[src/design/vmp_queue.sv]
// ----------------------------------------------------------------------------
// vmp_queue
// Small register FIFO between the front end and the accumulate engine.
// ----------------------------------------------------------------------------
`default_nettype none

module vmp_queue #(
  parameter int unsigned WIDTH = 8,
  parameter int unsigned DEPTH = 4
) (
  input  wire logic             clk_i,
  input  wire logic             rst_ni,
  input  wire logic             push_i,
  output logic                  push_ready_o,
  input  wire logic [WIDTH-1:0] push_data_i,
  output logic                  pop_valid_o,
  input  wire logic             pop_i,
  output logic [WIDTH-1:0]      pop_data_o
);

  localparam int unsigned AW = (DEPTH > 1) ? $clog2(DEPTH) : 1;

  logic [WIDTH-1:0] entry_q [DEPTH];
  logic [AW-1:0]    wr_ptr_q;
  logic [AW-1:0]    rd_ptr_q;
  logic [AW:0]      count_q;
  logic             do_push;
  logic             do_pop;

  assign push_ready_o = (count_q != (AW+1)'(DEPTH));
  assign pop_valid_o  = (count_q != '0);
  assign do_push      = push_i && push_ready_o;
  assign do_pop       = pop_i && pop_valid_o;
  assign pop_data_o   = entry_q[rd_ptr_q];

  // pointers and fill level
  always_ff @(posedge clk_i or negedge rst_ni) begin
    if (!rst_ni) begin
      wr_ptr_q <= '0;
      rd_ptr_q <= '0;
      count_q  <= '0;
    end else begin
      if (do_push) begin
        wr_ptr_q <= (wr_ptr_q == AW'(DEPTH - 1)) ? '0 : wr_ptr_q + AW'(1);
      end
      if (do_pop) begin
        rd_ptr_q <= (rd_ptr_q == AW'(DEPTH - 1)) ? '0 : rd_ptr_q + AW'(1);
      end
      if (do_push && !do_pop) begin
        count_q <= count_q + (AW+1)'(1);
      end else if (do_pop && !do_push) begin
        count_q <= count_q - (AW+1)'(1);
      end
    end
  end

  // storage
  always_ff @(posedge clk_i) begin
    if (do_push) begin
      entry_q[wr_ptr_q] <= push_data_i;
    end
  end

endmodule

`default_nettype wire

[config.mk]
export PLATFORM = sky130hd
export DESIGN_NAME = vmp_queue
export DESIGN_NICKNAME = d
export VERILOG_FILES = /design/src/design/vmp_queue.sv
export SDC_FILE = /design/constraint.sdc
export NUM_CORES = 1
export LEC_CHECK = 0
export BUFFER_PORTS_ARGS = -buffer_cell sky130_fd_sc_hd__buf_2
export CAP_MARGIN = 15
export CORE_ASPECT_RATIO = 0.6
export CORE_UTILIZATION = 50
export DETAILED_ROUTE_END_ITERATION = 10
export PLACE_DENSITY = 0.83
export RECOVER_POWER = 25
export SKIP_CTS_REPAIR_TIMING = 1
export SLEW_MARGIN = 30
export SYNTH_ARGS = -nofsm -noshare
export SYNTH_HDL_FRONTEND = slang
export SYNTH_SLANG_ARGS = --single-unit
[constraint.sdc]
create_clock -name clk_i -period 2.1 [get_ports clk_i]
set_input_delay 0.105 -clock clk_i [delete_from_list [all_inputs] [get_ports clk_i]]
set_output_delay 0.105 -clock clk_i [all_outputs]
set_load 0.01 [all_outputs]
After elaboration in Yosys (flattened, before gate mapping)
Memories as Yosys holds them, arrays and structs flattened.
Cells that the tools add are included.
W data, S select, Z words.
{"block": "totals", "reg_bits": 7, "latchBits": 0, "mem_bits_rw": 32, "romBits": 0, "input_bits": 12, "output_inout_bits": 10, "n_memories": 1}
{"name": "entry_q", "words": 4, "word_bits": 8, "rd": 1, "rd_ports_with_merged_regs": 0, "write_ports": 1, "line_no": "23", "rtl": "logic [WIDTH-1:0] entry_q [DEPTH];"}
{"block": "op_classes", "addsub": 4, "multipliers": 0, "div_mod_pow": 0, "magnitude_cmp": 0, "eq_ne": 3, "shifts": 0, "mux": 6, "bitwise_logic": 0, "reduce_logical": 8}
{"operator": "$mux W3", "n": 2}
{"operator": "$add A2 B1 Y2 const B", "n": 2}
{"operator": "$eq A2 B2 Y1 const B", "n": 2}
{"operator": "$logic_and A1 B1 Y1", "n": 4}
{"operator": "$mux W2", "n": 2}
{"operator": "$add A3 B1 Y3 const B", "n": 1}
{"operator": "$ne A3 B3 Y1 const B", "n": 1}
{"operator": "$reduce_bool A3 Y1", "n": 1}
{"operator": "$sub A3 B1 Y3 const B", "n": 1}
{"operator": "$logic_not A1 Y1", "n": 2}
{"operator": "$mux W1", "n": 2}
{"operator": "$reduce_bool A2 Y1", "n": 1}

Longest topological paths before layout
{"block": "logic_depth", "word_depth": 6, "mapped_depth": 8, "mapped_depth_nobuf": 8}

Worst setup path after synthesis
No wires, ideal clock.
{"block": "synth_timing", "path_type": "reg2reg", "start": "reg count_q[2]", "end": "reg count_q[2]", "setup_time_ns": 0.079, "arrival_ns": 1.885, "required_ns": 2.021, "slack_ns": 0.135, "stages_incl_launch_ff": 9, "path_buffers": 0, "synth_period_minus_slack_ns": 1.965, "cell_sequence": "dfrtp_1 > or3_4 > nand2_4 > ha_1 > inv_1 > fa_1 > xor2_1 > nor2_1 > xor2_1"}
{"block": "synth_between", "elab_chain_cells": 5, "elab_cells_between_ends": 13, "classes_between": "2 x add/sub; 1 x eq/ne; 2 x mux; 8 x reduce/logical"}
{"element": "from (decl)", "line_no": "26", "rtl": "logic [AW:0] count_q;"}
{"element": "from (signal assigned)", "line_no": "50", "rtl": "count_q <= count_q + (AW+1)'(1);"}
{"element": "from (signal assigned)", "line_no": "52", "rtl": "count_q <= count_q - (AW+1)'(1);"}
{"element": "$reduce_bool A3 Y1 (*)", "line_no": "31", "rtl": "assign pop_valid_o = (count_q != '0);"}
{"element": "net pop_valid_o", "line_no": "16", "rtl": "output logic pop_valid_o,"}
{"element": "$logic_and A1 B1 Y1 (*)", "line_no": "33", "rtl": "assign do_pop = pop_i && pop_valid_o;"}
{"element": "$logic_not A1 Y1", "line_no": "49", "rtl": "if (do_push && !do_pop) begin"}
{"element": "$logic_and A1 B1 Y1", "line_no": "49"}
{"element": "$mux W3 / $reduce_bool A2 Y1 (equally long branches)"}
Mark *: on every way through the listed nets, which the timed path passes. The rest lies on a longest branch. The select of a mux whose other input is x is not followed.
A chain may end at the register's enable or synchronous reset.

Final worst setup path
{"block": "layout_timing", "start": "reg count_q[2]", "end": "reg count_q[2]"}
{"block": "layout_between", "elab_chain_cells": 5, "elab_cells_between_ends": 13, "classes_between": "2 x add/sub; 1 x eq/ne; 2 x mux; 8 x reduce/logical"}
{"element": "parallel branches: the longest is 5 deep, another holds $sub A3 B1 Y3"}
Several ways; the timed one is not identified. The select of a mux whose other input is x is not followed.

==> summary.txt <==
OUTCOME
------------------------------------------------------------------------------
Outcome ......................................................... finished, final reports clean

LAYOUT
------------------------------------------------------------------------------
Layout cells sized above 1 ......................................        38.7%
Post-layout nets ................................................          129
Area growth from synthesis to layout ............................        17.4%
Combined flip-flop and latch cell area ..........................    1140 um^2
Area of the multi-input gates ...................................     458 um^2
Filler Cells Inserted ...........................................          213
End-of-flow core utilization ....................................        63.7%
Antenna cells ...................................................            0
Final std cells w/o fill ........................................          153

FLOORPLANNING
------------------------------------------------------------------------------
Number of placed I/O pins .......................................           22
Vertical die dimension ..........................................      45.8 um
Core area .......................................................    2950 um^2
Chip Width ......................................................      75.0 um
Die Footprint ...................................................    3440 um^2
Number of rows in the core area .................................           15
Starting utilization of the core area ...........................        54.3%

STA
------------------------------------------------------------------------------
Post-layout minimum cycle time ..................................      1990 ps
Max-slew violation total from the final report ..................            0
Period utilisation layout .......................................        94.7%
Final Setup Violations ..........................................            0
Fmax achieved ...................................................    0.503 GHz
Actual transition at the worst max-transition pin ...............       622 ps
Final Skew ......................................................      9.64 ps
Worst rel slew slack ............................................        58.5%
Final hold vios .................................................            0
Setup repair after global routing missed its margin .............        false

YOSYS
------------------------------------------------------------------------------
Most frequent cell after synthesis .............................. sky130_fd_sc_hd__edfxtp_1
Sequential share of the synthesized area ........................        71.0%
Top_reg_cell synth .............................................. sky130_fd_sc_hd__edfxtp_1
Number of synthesized flops with an enable pin ..................           32
Post-synthesis async set-or-reset flop share ....................        17.9%
Yosys reg bits ..................................................           39
Netlist cell types ..............................................           18
Area share of the largest cell type after synthesis .............        60.1%
Area of the mapped netlist ......................................    1600 um^2
Cell count after synthesis ......................................           79
Largest cells by area after synthesis ........................... sky130_fd_sc_hd__edfxtp_1 60%, sky130_fd_sc_hd__mux4_2 11%, sky130_fd_sc_hd__dfrtp_1 11%
Most frequent cells after synthesis ............................. 32 x sky130_fd_sc_hd__edfxtp_1, 8 x sky130_fd_sc_hd__mux4_2, 7 x sky130_fd_sc_hd__dfrtp_1
Synth warn ......................................................            0
Average instance area after synthesis ...........................    20.2 um^2
Net count of the mapped netlist .................................           98
Cell type contributing the most total cell area after synthesis . sky130_fd_sc_hd__edfxtp_1

GRT
------------------------------------------------------------------------------
Antenna violations before repair ................................            0
Largest net degree at the start of global routing ...............           12
All-layer global routing usage ..................................        17.5%
Global-route wire length before repair ..........................      3970 um
Number of global-route vias before repair .......................          815
GR Overflow Total ...............................................            0

CLOCK TREE
------------------------------------------------------------------------------
Clock tree from TritonCTS .......................................        built
CTS root buf .................................................... sky130_fd_sc_hd__clkbuf_8
Clock insertion delay at the later pin of the skew report .......       280 ps
# clock sinks ...................................................           39
Max H-tree Level ................................................            2
Clock Tree Buf Depth ............................................            2
Total CTS buffers ...............................................            5
Clock transition at the registers of the reported paths .........        80 ps

PWR
------------------------------------------------------------------------------
Leak Pwr ........................................................     0.690 nW
Cell area power density ......................................... 1370 nW/um^2
Worst IR drop on VDD ............................................       642 uV

WORST HOLD PATH
------------------------------------------------------------------------------
Hold WC Path Type ............................................... primary input to flop

SETUP PATH
------------------------------------------------------------------------------
Crit path launch type ...........................................         flop
Class of the most critical setup path ........................... flop to flop
Type of destination of the critical path ........................         flop
Worst-path fanout max ...........................................            4
Worst Path Arrival ..............................................      2160 ps
Internal reg-to-reg setup slack .................................       110 ps
Required time worst endpoint ....................................      2270 ps

DETAILED ROUTING
------------------------------------------------------------------------------
Pre-antenna DRT Iters ...........................................            4
Violation count after the first detailed-routing iteration ......           66
Vias per cell ...................................................         5.16
Residual DRC ....................................................            0
Total length of routed wires ....................................      2540 um
Number of nets with antenna violations after routing ............            0
Via count .......................................................          790
Per-cell routed wire length .....................................      16.6 um

PLACE
------------------------------------------------------------------------------
HPWL Detailed ...................................................      1760 um
IO buf count ....................................................           21
Cells after DPL .................................................          141
Routability congestion estimate from global placement ...........        0.795

FLOW RUN
------------------------------------------------------------------------------
Max Cap Violations ..............................................            0

report_power, final:
group	switching, mW	leakage [nW]	internal (mW)
logic	0.388	0.274	0.492
clock network	0.238	0.0422	0.233
registers	0.176	0.374	1.05
total	0.802	0.690	1.77
routing by layer:
layer	wire length [um]	track usage [%]
met2	1150	25.9
met3	147	7.08
met5	0	0
met1	1230	23.9
met4	8	5.66
area by class of cell:
type	instances	share of cell area [%]
multi-input combinational	35	24.4
inverter	3	0.600
clock inverter	1	0.267
timing repair buffer	26	7.27
sequential	39	60.6
tap	42	2.80
clock buffer	7	4.07
registers in the layout, indices dropped and copies added (netlist names):
register and cells:
entry_q 32, count_q 3, rd_ptr_q 2, wr_ptr_q 2
critical path, cell delays in order (launching register included):
cell                      delay (ps)
sky130_fd_sc_hd__dfrtp_1         420
sky130_fd_sc_hd__or3_4           400
sky130_fd_sc_hd__nand2_4         100
sky130_fd_sc_hd__ha_4            130
sky130_fd_sc_hd__inv_1            50
sky130_fd_sc_hd__fa_2            340
sky130_fd_sc_hd__xor2_1          190
sky130_fd_sc_hd__nor2_1           80
sky130_fd_sc_hd__xor2_1          160
final timing paths:
check / from / to / cells after the start
setup / recovery: count_q[2] / count_q[2] / 8
hold / removal: push_data_i[5] / entry_q[2][5] / 1
hold reg to reg: wr_ptr_q[1] / wr_ptr_q[1] / 1
setup reg to reg: count_q[2] / count_q[2] / 8
min in group asynchronous: rst_ni / count_q[2] / 2
max in group asynchronous: rst_ni / count_q[0] / 2
cell families after synthesis:
kind of cell,Yosys count,share of synthesized area [%]
AO/OA/AOI/OAI,1,0.704
XOR/XNOR,3,1.64
adder cells (fa/ha/maj),7,5.95
buffers and inverters,5,1.25
flip-flops,39,71.0
multiplexers,13,15.3
AND/OR/NAND/NOR,11,4.15
per-stage QoR:
step | TNS (ps) | hold slack [ps] | area (um^2) | worst slack (ps) | power, mW
after detailed placement | 0 | -48.1 | 1760 | 24.7 | 2.07
after global placement | 0 | -53.0 | 1760 | 135 | 2.02
after floorplan | 0 | -191 | 1600 | 135 | 1.79
after CTS | -14.5 | -353 | 1840 | -14.5 | 2.53
final | 0 | 57.7 | 1880 | 112 | 2.58
after global routing | 0 | 56.5 | 1880 | 45.8 | 2.75
placed cells by master (no fill, tap or decap):
| cell | instances |
|---|---|
| sky130_fd_sc_hd__buf_4 | 4 |
| sky130_fd_sc_hd__nand2_4 | 1 |
| sky130_fd_sc_hd__a21boi_2 | 1 |
| sky130_fd_sc_hd__xor2_1 | 2 |
| sky130_fd_sc_hd__and2_1 | 4 |
| sky130_fd_sc_hd__clkbuf_8 | 5 |
| sky130_fd_sc_hd__dfrtp_1 | 6 |
| sky130_fd_sc_hd__fa_2 | 1 |
| sky130_fd_sc_hd__mux2_4 | 2 |
| sky130_fd_sc_hd__clkbuf_1 | 9 |
| sky130_fd_sc_hd__ha_4 | 1 |
| sky130_fd_sc_hd__dlygate4sd3_1 | 1 |
| sky130_fd_sc_hd__buf_2 | 14 |
| sky130_fd_sc_hd__mux4_2 | 8 |
| sky130_fd_sc_hd__ha_1 | 5 |
| sky130_fd_sc_hd__clkinv_2 | 1 |
| sky130_fd_sc_hd__dfrtp_2 | 1 |
| sky130_fd_sc_hd__or3_4 | 1 |
| sky130_fd_sc_hd__inv_1 | 3 |
| sky130_fd_sc_hd__xnor2_1 | 1 |
| sky130_fd_sc_hd__nand2_1 | 1 |
| sky130_fd_sc_hd__nor2_1 | 4 |
| sky130_fd_sc_hd__mux2_2 | 3 |
| sky130_fd_sc_hd__edfxtp_1 | 32 |
Power figures use the tool's default switching activity.
