File: src/design/vmp_pkg.sv
// ----------------------------------------------------------------------------
// vmp_pkg
// Shared types and constants of the vector-matrix product block.
// ----------------------------------------------------------------------------
`default_nettype none

package vmp_pkg;

  // operand and result widths
  localparam int unsigned VAL_W      = 16;  // signed Q1.15 operands
  localparam int unsigned PROD_W     = 32;  // exact Q2.30 product
  localparam int unsigned ACC_W      = 48;  // Q18.30 accumulator
  localparam int unsigned COL_IDX_W  = 10;  // column index on the result word

  // stream word widths
  localparam int unsigned IN_DATA_W  = 2 * VAL_W;
  localparam int unsigned OUT_USED_W = COL_IDX_W + ACC_W;
  localparam int unsigned OUT_DATA_W = 64;
  localparam int unsigned OUT_PAD_W  = OUT_DATA_W - OUT_USED_W;

  // configuration port
  localparam int unsigned CFG_ADDR_W = 1;
  localparam int unsigned ROWS_REG_W = 13;
  localparam int unsigned COLS_REG_W = 11;
  localparam int unsigned CFG_DATA_W = ROWS_REG_W;

  localparam logic [CFG_ADDR_W-1:0] REG_NUM_ROWS = 1'b0;
  localparam logic [CFG_ADDR_W-1:0] REG_NUM_COLS = 1'b1;

  // position flags worked out by the front end for each word
  typedef struct packed {
    logic first_row;
    logic last_row;
    logic last_col;
  } vmp_flags_t;

endpackage

`default_nettype wire

File: src/design/vmp_front.sv
// ----------------------------------------------------------------------------
// vmp_front
// Holds the size registers, tracks row and column of the incoming stream and
// tags each word with its position before it enters the queue.
// ----------------------------------------------------------------------------
`default_nettype none

module vmp_front #(
  parameter int unsigned MAX_ROWS = 4096,
  parameter int unsigned MAX_COLS = 1024,
  parameter int unsigned RW       = 12,
  parameter int unsigned CW       = 10
) (
  input  wire logic                            clk_i,
  input  wire logic                            rst_ni,
  input  wire logic                            cfg_we_i,
  input  wire logic [vmp_pkg::CFG_ADDR_W-1:0]  cfg_addr_i,
  input  wire logic [vmp_pkg::CFG_DATA_W-1:0]  cfg_wdata_i,
  input  wire logic                            in_valid_i,
  output logic                                 in_ready_o,
  input  wire logic [vmp_pkg::IN_DATA_W-1:0]   in_data_i,
  output logic                                 push_o,
  input  wire logic                            push_ready_i,
  output logic [CW-1:0]                        col_o,
  output vmp_pkg::vmp_flags_t                  flags_o,
  output logic [vmp_pkg::VAL_W-1:0]            vec_o,
  output logic [vmp_pkg::VAL_W-1:0]            mat_o
);

  logic [RW-1:0] row_q, row_d;
  logic [CW-1:0] col_q, col_d;
  logic [RW-1:0] last_row_idx_q;
  logic [CW-1:0] last_col_idx_q;
  logic          is_last_row;
  logic          is_last_col;
  logic          accept;
  logic [31:0]   rows_wide;
  logic [31:0]   cols_wide;
  logic [31:0]   rows_last;
  logic [31:0]   cols_last;

  // clamp written sizes to 1..max and keep the index of the last row/column
  always_comb begin
    rows_wide = 32'(cfg_wdata_i[vmp_pkg::ROWS_REG_W-1:0]);
    cols_wide = 32'(cfg_wdata_i[vmp_pkg::COLS_REG_W-1:0]);
    if (rows_wide == 32'd0) begin
      rows_last = 32'd0;
    end else if (rows_wide > MAX_ROWS) begin
      rows_last = MAX_ROWS - 1;
    end else begin
      rows_last = rows_wide - 32'd1;
    end
    if (cols_wide == 32'd0) begin
      cols_last = 32'd0;
    end else if (cols_wide > MAX_COLS) begin
      cols_last = MAX_COLS - 1;
    end else begin
      cols_last = cols_wide - 32'd1;
    end
  end

  // position of the current word
  assign accept      = in_valid_i && push_ready_i;
  assign is_last_row = (row_q >= last_row_idx_q);
  assign is_last_col = (col_q >= last_col_idx_q);

  always_comb begin
    row_d = row_q;
    col_d = col_q;
    if (accept) begin
      if (is_last_col) begin
        col_d = '0;
        row_d = is_last_row ? '0 : row_q + RW'(1);
      end else begin
        col_d = col_q + CW'(1);
      end
    end
  end

  // counters and size registers; a size write restarts the stream
  always_ff @(posedge clk_i or negedge rst_ni) begin
    if (!rst_ni) begin
      row_q          <= '0;
      col_q          <= '0;
      last_row_idx_q <= '0;
      last_col_idx_q <= '0;
    end else if (cfg_we_i) begin
      row_q <= '0;
      col_q <= '0;
      unique case (cfg_addr_i)
        vmp_pkg::REG_NUM_ROWS: last_row_idx_q <= rows_last[RW-1:0];
        vmp_pkg::REG_NUM_COLS: last_col_idx_q <= cols_last[CW-1:0];
        default: ;
      endcase
    end else begin
      row_q <= row_d;
      col_q <= col_d;
    end
  end

  // tagged word towards the queue
  assign in_ready_o          = push_ready_i;
  assign push_o              = accept;
  assign col_o               = col_q;
  assign flags_o.first_row   = (row_q == '0);
  assign flags_o.last_row    = is_last_row;
  assign flags_o.last_col    = is_last_col;
  assign vec_o               = in_data_i[vmp_pkg::VAL_W-1:0];
  assign mat_o               = in_data_i[vmp_pkg::IN_DATA_W-1:vmp_pkg::VAL_W];

endmodule

`default_nettype wire

File: config.mk
export PLATFORM = sky130hd
export DESIGN_NAME = vmp_front
export DESIGN_NICKNAME = d
export VERILOG_FILES = /design/src/design/vmp_pkg.sv /design/src/design/vmp_front.sv
export SDC_FILE = /design/constraint.sdc
export NUM_CORES = 1
export LEC_CHECK = 0
export BUFFER_PORTS_ARGS = -buffer_cell sky130_fd_sc_hd__clkbuf_2
export CAP_MARGIN = 5
export CORE_MARGIN = 5
export CORE_UTILIZATION = 28
export CTS_CLUSTER_SIZE = 20
export DETAILED_ROUTE_END_ITERATION = 10
export HOLD_SLACK_MARGIN = 0.12
export PLACE_DENSITY_LB_ADDON = 0.2
export SLEW_MARGIN = 20
export SYNTH_ARGS = -nofsm -noshare
export SYNTH_HDL_FRONTEND = slang
export SYNTH_SLANG_ARGS = --single-unit
File: constraint.sdc
create_clock -name clk_i -period 3.8 [get_ports clk_i]
set_input_delay 0.19 -clock clk_i [delete_from_list [all_inputs] [get_ports clk_i]]
set_output_delay 0.19 -clock clk_i [all_outputs]
set_load 0.05 [all_outputs]
* Word-level counts from Yosys, hierarchy flattened
Cells that the tools add are included.
Word-level totals: register bits after elaboration 44, word-level logic and storage cells 33
Cells by class: add/subtract/negate cells 4, $lt $le $gt $ge 4, mux-type cells 11, bitwise logic cells 1, reduce and logical (&&, ||, !) cells 9
Operators with widths (number):
- 2-to-1 mux 12 bit | 6
- 2-to-1 mux 10 bit | 5
- greater-than comparator 13 bit, second input constant | 1
- zero test 13 bit | 1
- adder 12 x 1 -> 12 bit, second input constant | 1
- >= comparator 12 bit | 1
- zero test 12 bit | 1
- subtractor 12 x 1 -> 12 bit, second input constant | 1
- greater-than comparator 11 bit, second input constant | 1
- zero test 11 bit | 1
- adder 10 x 1 -> 10 bit, second input constant | 1
- >= comparator 10 bit | 1
- subtractor 10 x 1 -> 10 bit, second input constant | 1
- AND reduction 2 bit | 3
- nonzero test 2 bit | 2
- logical AND 1 bit | 1
- NOT 1 bit | 1

* Logic depth before layout (Yosys ltp)
depth in word-level cells 5, gate-level depth with buffers 9, gate-level depth less buffers 8

* Least setup slack after synthesis
Ideal clock, no wire load.
kind flip-flop to flip-flop, start register col_q[0] (netlist: col_o[0]), end register row_q[9], arrival 2.461 ns, data required time 3.682 ns, slack 1.221 ns, cell stages (with the launch flop) 10, clock period less this slack 2.579 ns, cells stage by stage dfrtp_1 > inv_1 > ha_1 > nand2b_1 > a21o_1 > a311o_1 > a211oi_1 > buf_4 > nor4b_2 > a21o_1
On the way: word-level cells in the longest chain between the ends 3
Ends and longest elaborated chain:
- start: declaration | line vmp_front.sv:31 | logic [CW-1:0] col_q, col_d;
- start signal: assignment | line vmp_front.sv:97 | col_q <= col_d;
- >= comparator 10 bit | line vmp_front.sv:65 | assign is_last_col = (col_q >= last_col_idx_q);
- nonzero test 2 bit (no line)
- AND reduction 2 bit (no line)
- end signal: assignment | line vmp_front.sv:96 | row_q <= row_d;
- end: declaration | line vmp_front.sv:30 | logic [RW-1:0] row_q, row_d;
No other way between the ends. A chain may end at the register's enable or synchronous reset.

==> impl_metrics.json <==
{
  "outcome": "completed",
  "max-clock-path-buffers": 2,
  "worst_path_most_repeated_cell": "sky130_fd_sc_hd__inv_1",
  "fmax_ghz": 0.384,
  "htreeDepth": 2,
  "worstPathArrival_ns": 2.41,
  "synth_xor_area_share_pct": 4.32,
  "ys_top_cells_by_area": "sky130_fd_sc_hd__dfrtp_1 (34%), sky130_fd_sc_hd__ha_1 (10%), sky130_fd_sc_hd__buf_4 (8.3%)",
  "worstSetupStartpointType": "register",
  "min_delay_path_depth": 4,
  "postLayoutCoreUtil_pct": 30.5,
  "overflow": 0,
  "clkSinkCount": 44,
  "cellInternalPower_w": 0.000847,
  "synth.cells.most_frequent": "sky130_fd_sc_hd__dfrtp_1 (44), sky130_fd_sc_hd__nand2_1 (42), sky130_fd_sc_hd__buf_4 (36)",
  "worst_ep_required_time_ns": 3.61,
  "power_frac_seq_pct": 44.7,
  "timing.final.hold_violations": 0,
  "floorplan.core_area_um2": 11400,
  "layout.nets": 439,
  "synth.yosys.seq_area_share_pct": 33.9,
  "chipHeight_um": 118,
  "timing.critical_path.slowest_stage_cell": "sky130_fd_sc_hd__dfrtp_1",
  "yosysTopAreaCell": "sky130_fd_sc_hd__dfrtp_1",
  "synth_flop_cell": "sky130_fd_sc_hd__dfrtp_1",
  "fin_area_um2": 3460,
  "clockPowerShare_pct": 37.2,
  "net_sw_share_pct": 28.4,
  "routed_wl_um": 7230,
  "synth-simple-area-share_pct": 19.9,
  "synth_edf_count": 0,
  "cts_tree": "built",
  "combPwrFrac_pct": 18.1,
  "synth-seq-cells": 44,
  "cts_root_buf": "sky130_fd_sc_hd__clkbuf_16",
  "grt_max_degree": 45,
  "synth_adder_area_share_pct": 10.4,
  "synth_async_sr_flop_share_pct": 100,
  "cts_made_buffers": 5,
  "design.die.area_um2": 13800,
  "synthMostInstantiatedCell": "sky130_fd_sc_hd__dfrtp_1",
  "finalWorstPathRequiredPeriod_ns": 2.60,
  "max-slew-margin-rel_pct": 52.4,
  "post_cts.repair.setup_buffers": 0,
  "critical_path.cell_chain": "inv_1, ha_1, nand2b_1, a21o_1, a311o_1, a21oi_1, inv_1, clkbuf_2",
  "antenna_violating_nets_post_route": 0,
  "synth.distinct_cells": 52,
  "clk-insertion-delay-late_ns": 0.28,
  "fin_crit_sh_pct": 68.5,
  "placement.cell_area_um2": 3300,
  "rows": 39,
  "power_leakage_nw": 1.70,
  "area_growth_syn_to_layout_pct": 6.71,
  "drive_above_1_share_pct": 20.2,
  "holdCritPathClass": "in -> reg",
  "timing.final.max_slew_violations": 0,
  "grt_antenna_before_repair": 0,
  "vdd_ir_drop_max_v": 0.000172,
  "worst-slew-pin-transition_ns": 0.713,
  "port_buffers": 33,
  "cp-end-kind": "output port",
  "drt_pre_antenna_iters": 4,
  "worstPathMaxFanout": 6,
  "switching_power_w": 0.000337,
  "initial_core_util_pct": 28.5,
  "r2r_cell_count": 7,
  "grt_pass1_wl_um": 12700,
  "routed_wire_length_per_instance_um": 14.3,
  "drc_errors_left": 0,
  "floorplan.die.width_um": 118,
  "grt_usage_pct": 10.9,
  "place_hpwl_um": 5680,
  "report.power.total_w": 0.00118,
  "hold_ws_ns": 0.248,
  "io_pins": 98,
  "clk_slew_on_worst_s_h_paths_ns": 0.06,
  "vias_in_the_first_global_route": 2525,
  "syn-mean-instance-area_um2": 9.02,
  "critical_path_depth": 8,
  "clock_skew_ns": 0.00339,
  "routed-via-count": 2410,
  "finalSetupTns_ns": 0,
  "dominant_combinational_cell_family_by_area_after_synthesis": "simple AND/OR/NAND/NOR gates",
  "drv.max_cap_violation_count": 0,
  "p_per_cell_area_nw_per_um2": 342,
  "final-setup-viol-count": 0,
  "synth_compound_area_share_pct": 18.8,
  "worstPathBufferInverterCount": 3,
  "area_share_of_the_largest_cell_type_after_synthesis_pct": 33.9,
  "drt_first_iter_violations": 76,
  "synthesis.nets": 438,
  "vias_per_cell": 4.77,
  "syn_inst": 360,
  "synth_mux_area_share_pct": 0,
  "max_stage_delay_ns": 0.45,
  "crit_type": "reg -> out",
  "worst_path_dominant_cell_family": "compound AO/OA/AOI/OAI gates",
  "routabilityCongestion": 0.811,
  "rsz0062_at_grt": "no",
  "synth_warnings": 0,
  "mappedNetlistArea_um2": 3250,
  "antenna_cells": 0
}
==> per-stage QoR <==
step / worst slack [ns] / cells
4_1_cts: 1.18 / 505
3_3_place_gp: 1.35 / 496
2_1_floorplan: 1.22 / 360
3_5_place_dp: 1.30 / 496
6_report: 1.20 / 505
5_1_grt: 1.04 / 505
==> placed cells by master (no fill, tap or decap), types with 3 or more instances in the layout <==
cell type | synthesis | final
sky130_fd_sc_hd__a21oi_1 | 15 | 15
sky130_fd_sc_hd__ha_1 | 27 | 27
sky130_fd_sc_hd__a22o_1 | 4 | 4
sky130_fd_sc_hd__clkbuf_2 | 0 | 33
sky130_fd_sc_hd__nor4b_2 | 3 | 3
sky130_fd_sc_hd__xor2_1 | 12 | 12
sky130_fd_sc_hd__o31ai_1 | 6 | 6
sky130_fd_sc_hd__a211oi_1 | 4 | 4
sky130_fd_sc_hd__dfrtp_1 | 44 | 44
sky130_fd_sc_hd__nand2_1 | 42 | 42
sky130_fd_sc_hd__nor2_1 | 32 | 32
sky130_fd_sc_hd__xnor2_1 | 4 | 4
sky130_fd_sc_hd__o21ai_0 | 18 | 18
sky130_fd_sc_hd__nor4_1 | 3 | 3
sky130_fd_sc_hd__clkbuf_16 | 0 | 5
sky130_fd_sc_hd__a21o_1 | 11 | 11
sky130_fd_sc_hd__nand3_1 | 7 | 7
sky130_fd_sc_hd__nor3_1 | 3 | 3
sky130_fd_sc_hd__inv_1 | 28 | 28
sky130_fd_sc_hd__and3_2 | 7 | 7
sky130_fd_sc_hd__or2_2 | 3 | 3
sky130_fd_sc_hd__o31ai_2 | 7 | 7
==> worst min-delay path, cell delays in order <==
cell                       delay, ns
sky130_fd_sc_hd__clkbuf_2       0.07
sky130_fd_sc_hd__nand2_1        0.09
sky130_fd_sc_hd__nand2_1        0.08
sky130_fd_sc_hd__a21oi_1        0.06
==> sequential cells by signal, summed over array words and instances (netlist names) <==
signal	count
col_o	10
last_col_idx_q	10
last_row_idx_q	12
row_q	12
==> power groups by stage <==
stage | Clock [W] | Sequential (W) | Combinational (W)
final | 0.000440 | 0.000529 | 0.000215
after global routing | 0.000470 | 0.000535 | 0.000248
after global placement | 0 | 0.000538 | 0.000218
after detailed placement | 0 | 0.000539 | 0.000220
after CTS | 0.000455 | 0.000530 | 0.000221
after floorplan | 0 | 0.000534 | 0.000245
==> worst paths after layout <==
path / start / to / slack [ns]
max: col_o[0] / flags_o[0] / 1.20
min: in_valid_i / col_o[1] / 0.25
max reg2reg: row_q[0] / row_q[3] / 1.30
min reg2reg: last_col_idx_q[9] / last_col_idx_q[9] / 0.48
max in group asynchronous: rst_ni / col_o[9] / 2.89
min in group asynchronous: rst_ni / last_row_idx_q[5] / 0.52
==> cells by family (layout without fill, tap and decap cells) <==
group / count (synthesis) / after routing
simple gates: 121 / 121
flops: 44 / 44
fa+ha+maj: 27 / 27
xor+xnor: 16 / 16
buf+inv: 71 / 73
compound gates: 81 / 81
==> timing repair <==
| action | in CTS | in global routing |
|---|---|---|
| hold buffers | 1 | 0 |
| gates resized for setup | 0 | 0 |
| hold endpoints to repair | 44 | 0 |
==> area by class of cell <==
class,count,area [µm²]
clock buffers,6,139
clock inverters,2,10.0
fillers,1243,7910
inverters,29,109
multi-input cells,245,1740
flip-flops and latches,44,1100
well taps,143,179
repair buffers,36,190
==> metal layers <==
metal,up-vias,wire length (µm),GRT usage (%),share of wire [%]
met5,-,0,0,0
met4,0,114,3.58,1.6
met3,16,243,2.07,3.4
met2,41,3220,17.1,45
met1,1128,3650,15.2,50
li1,1225,-,-,-
No activity file was read; power rests on OpenSTA's default activity.
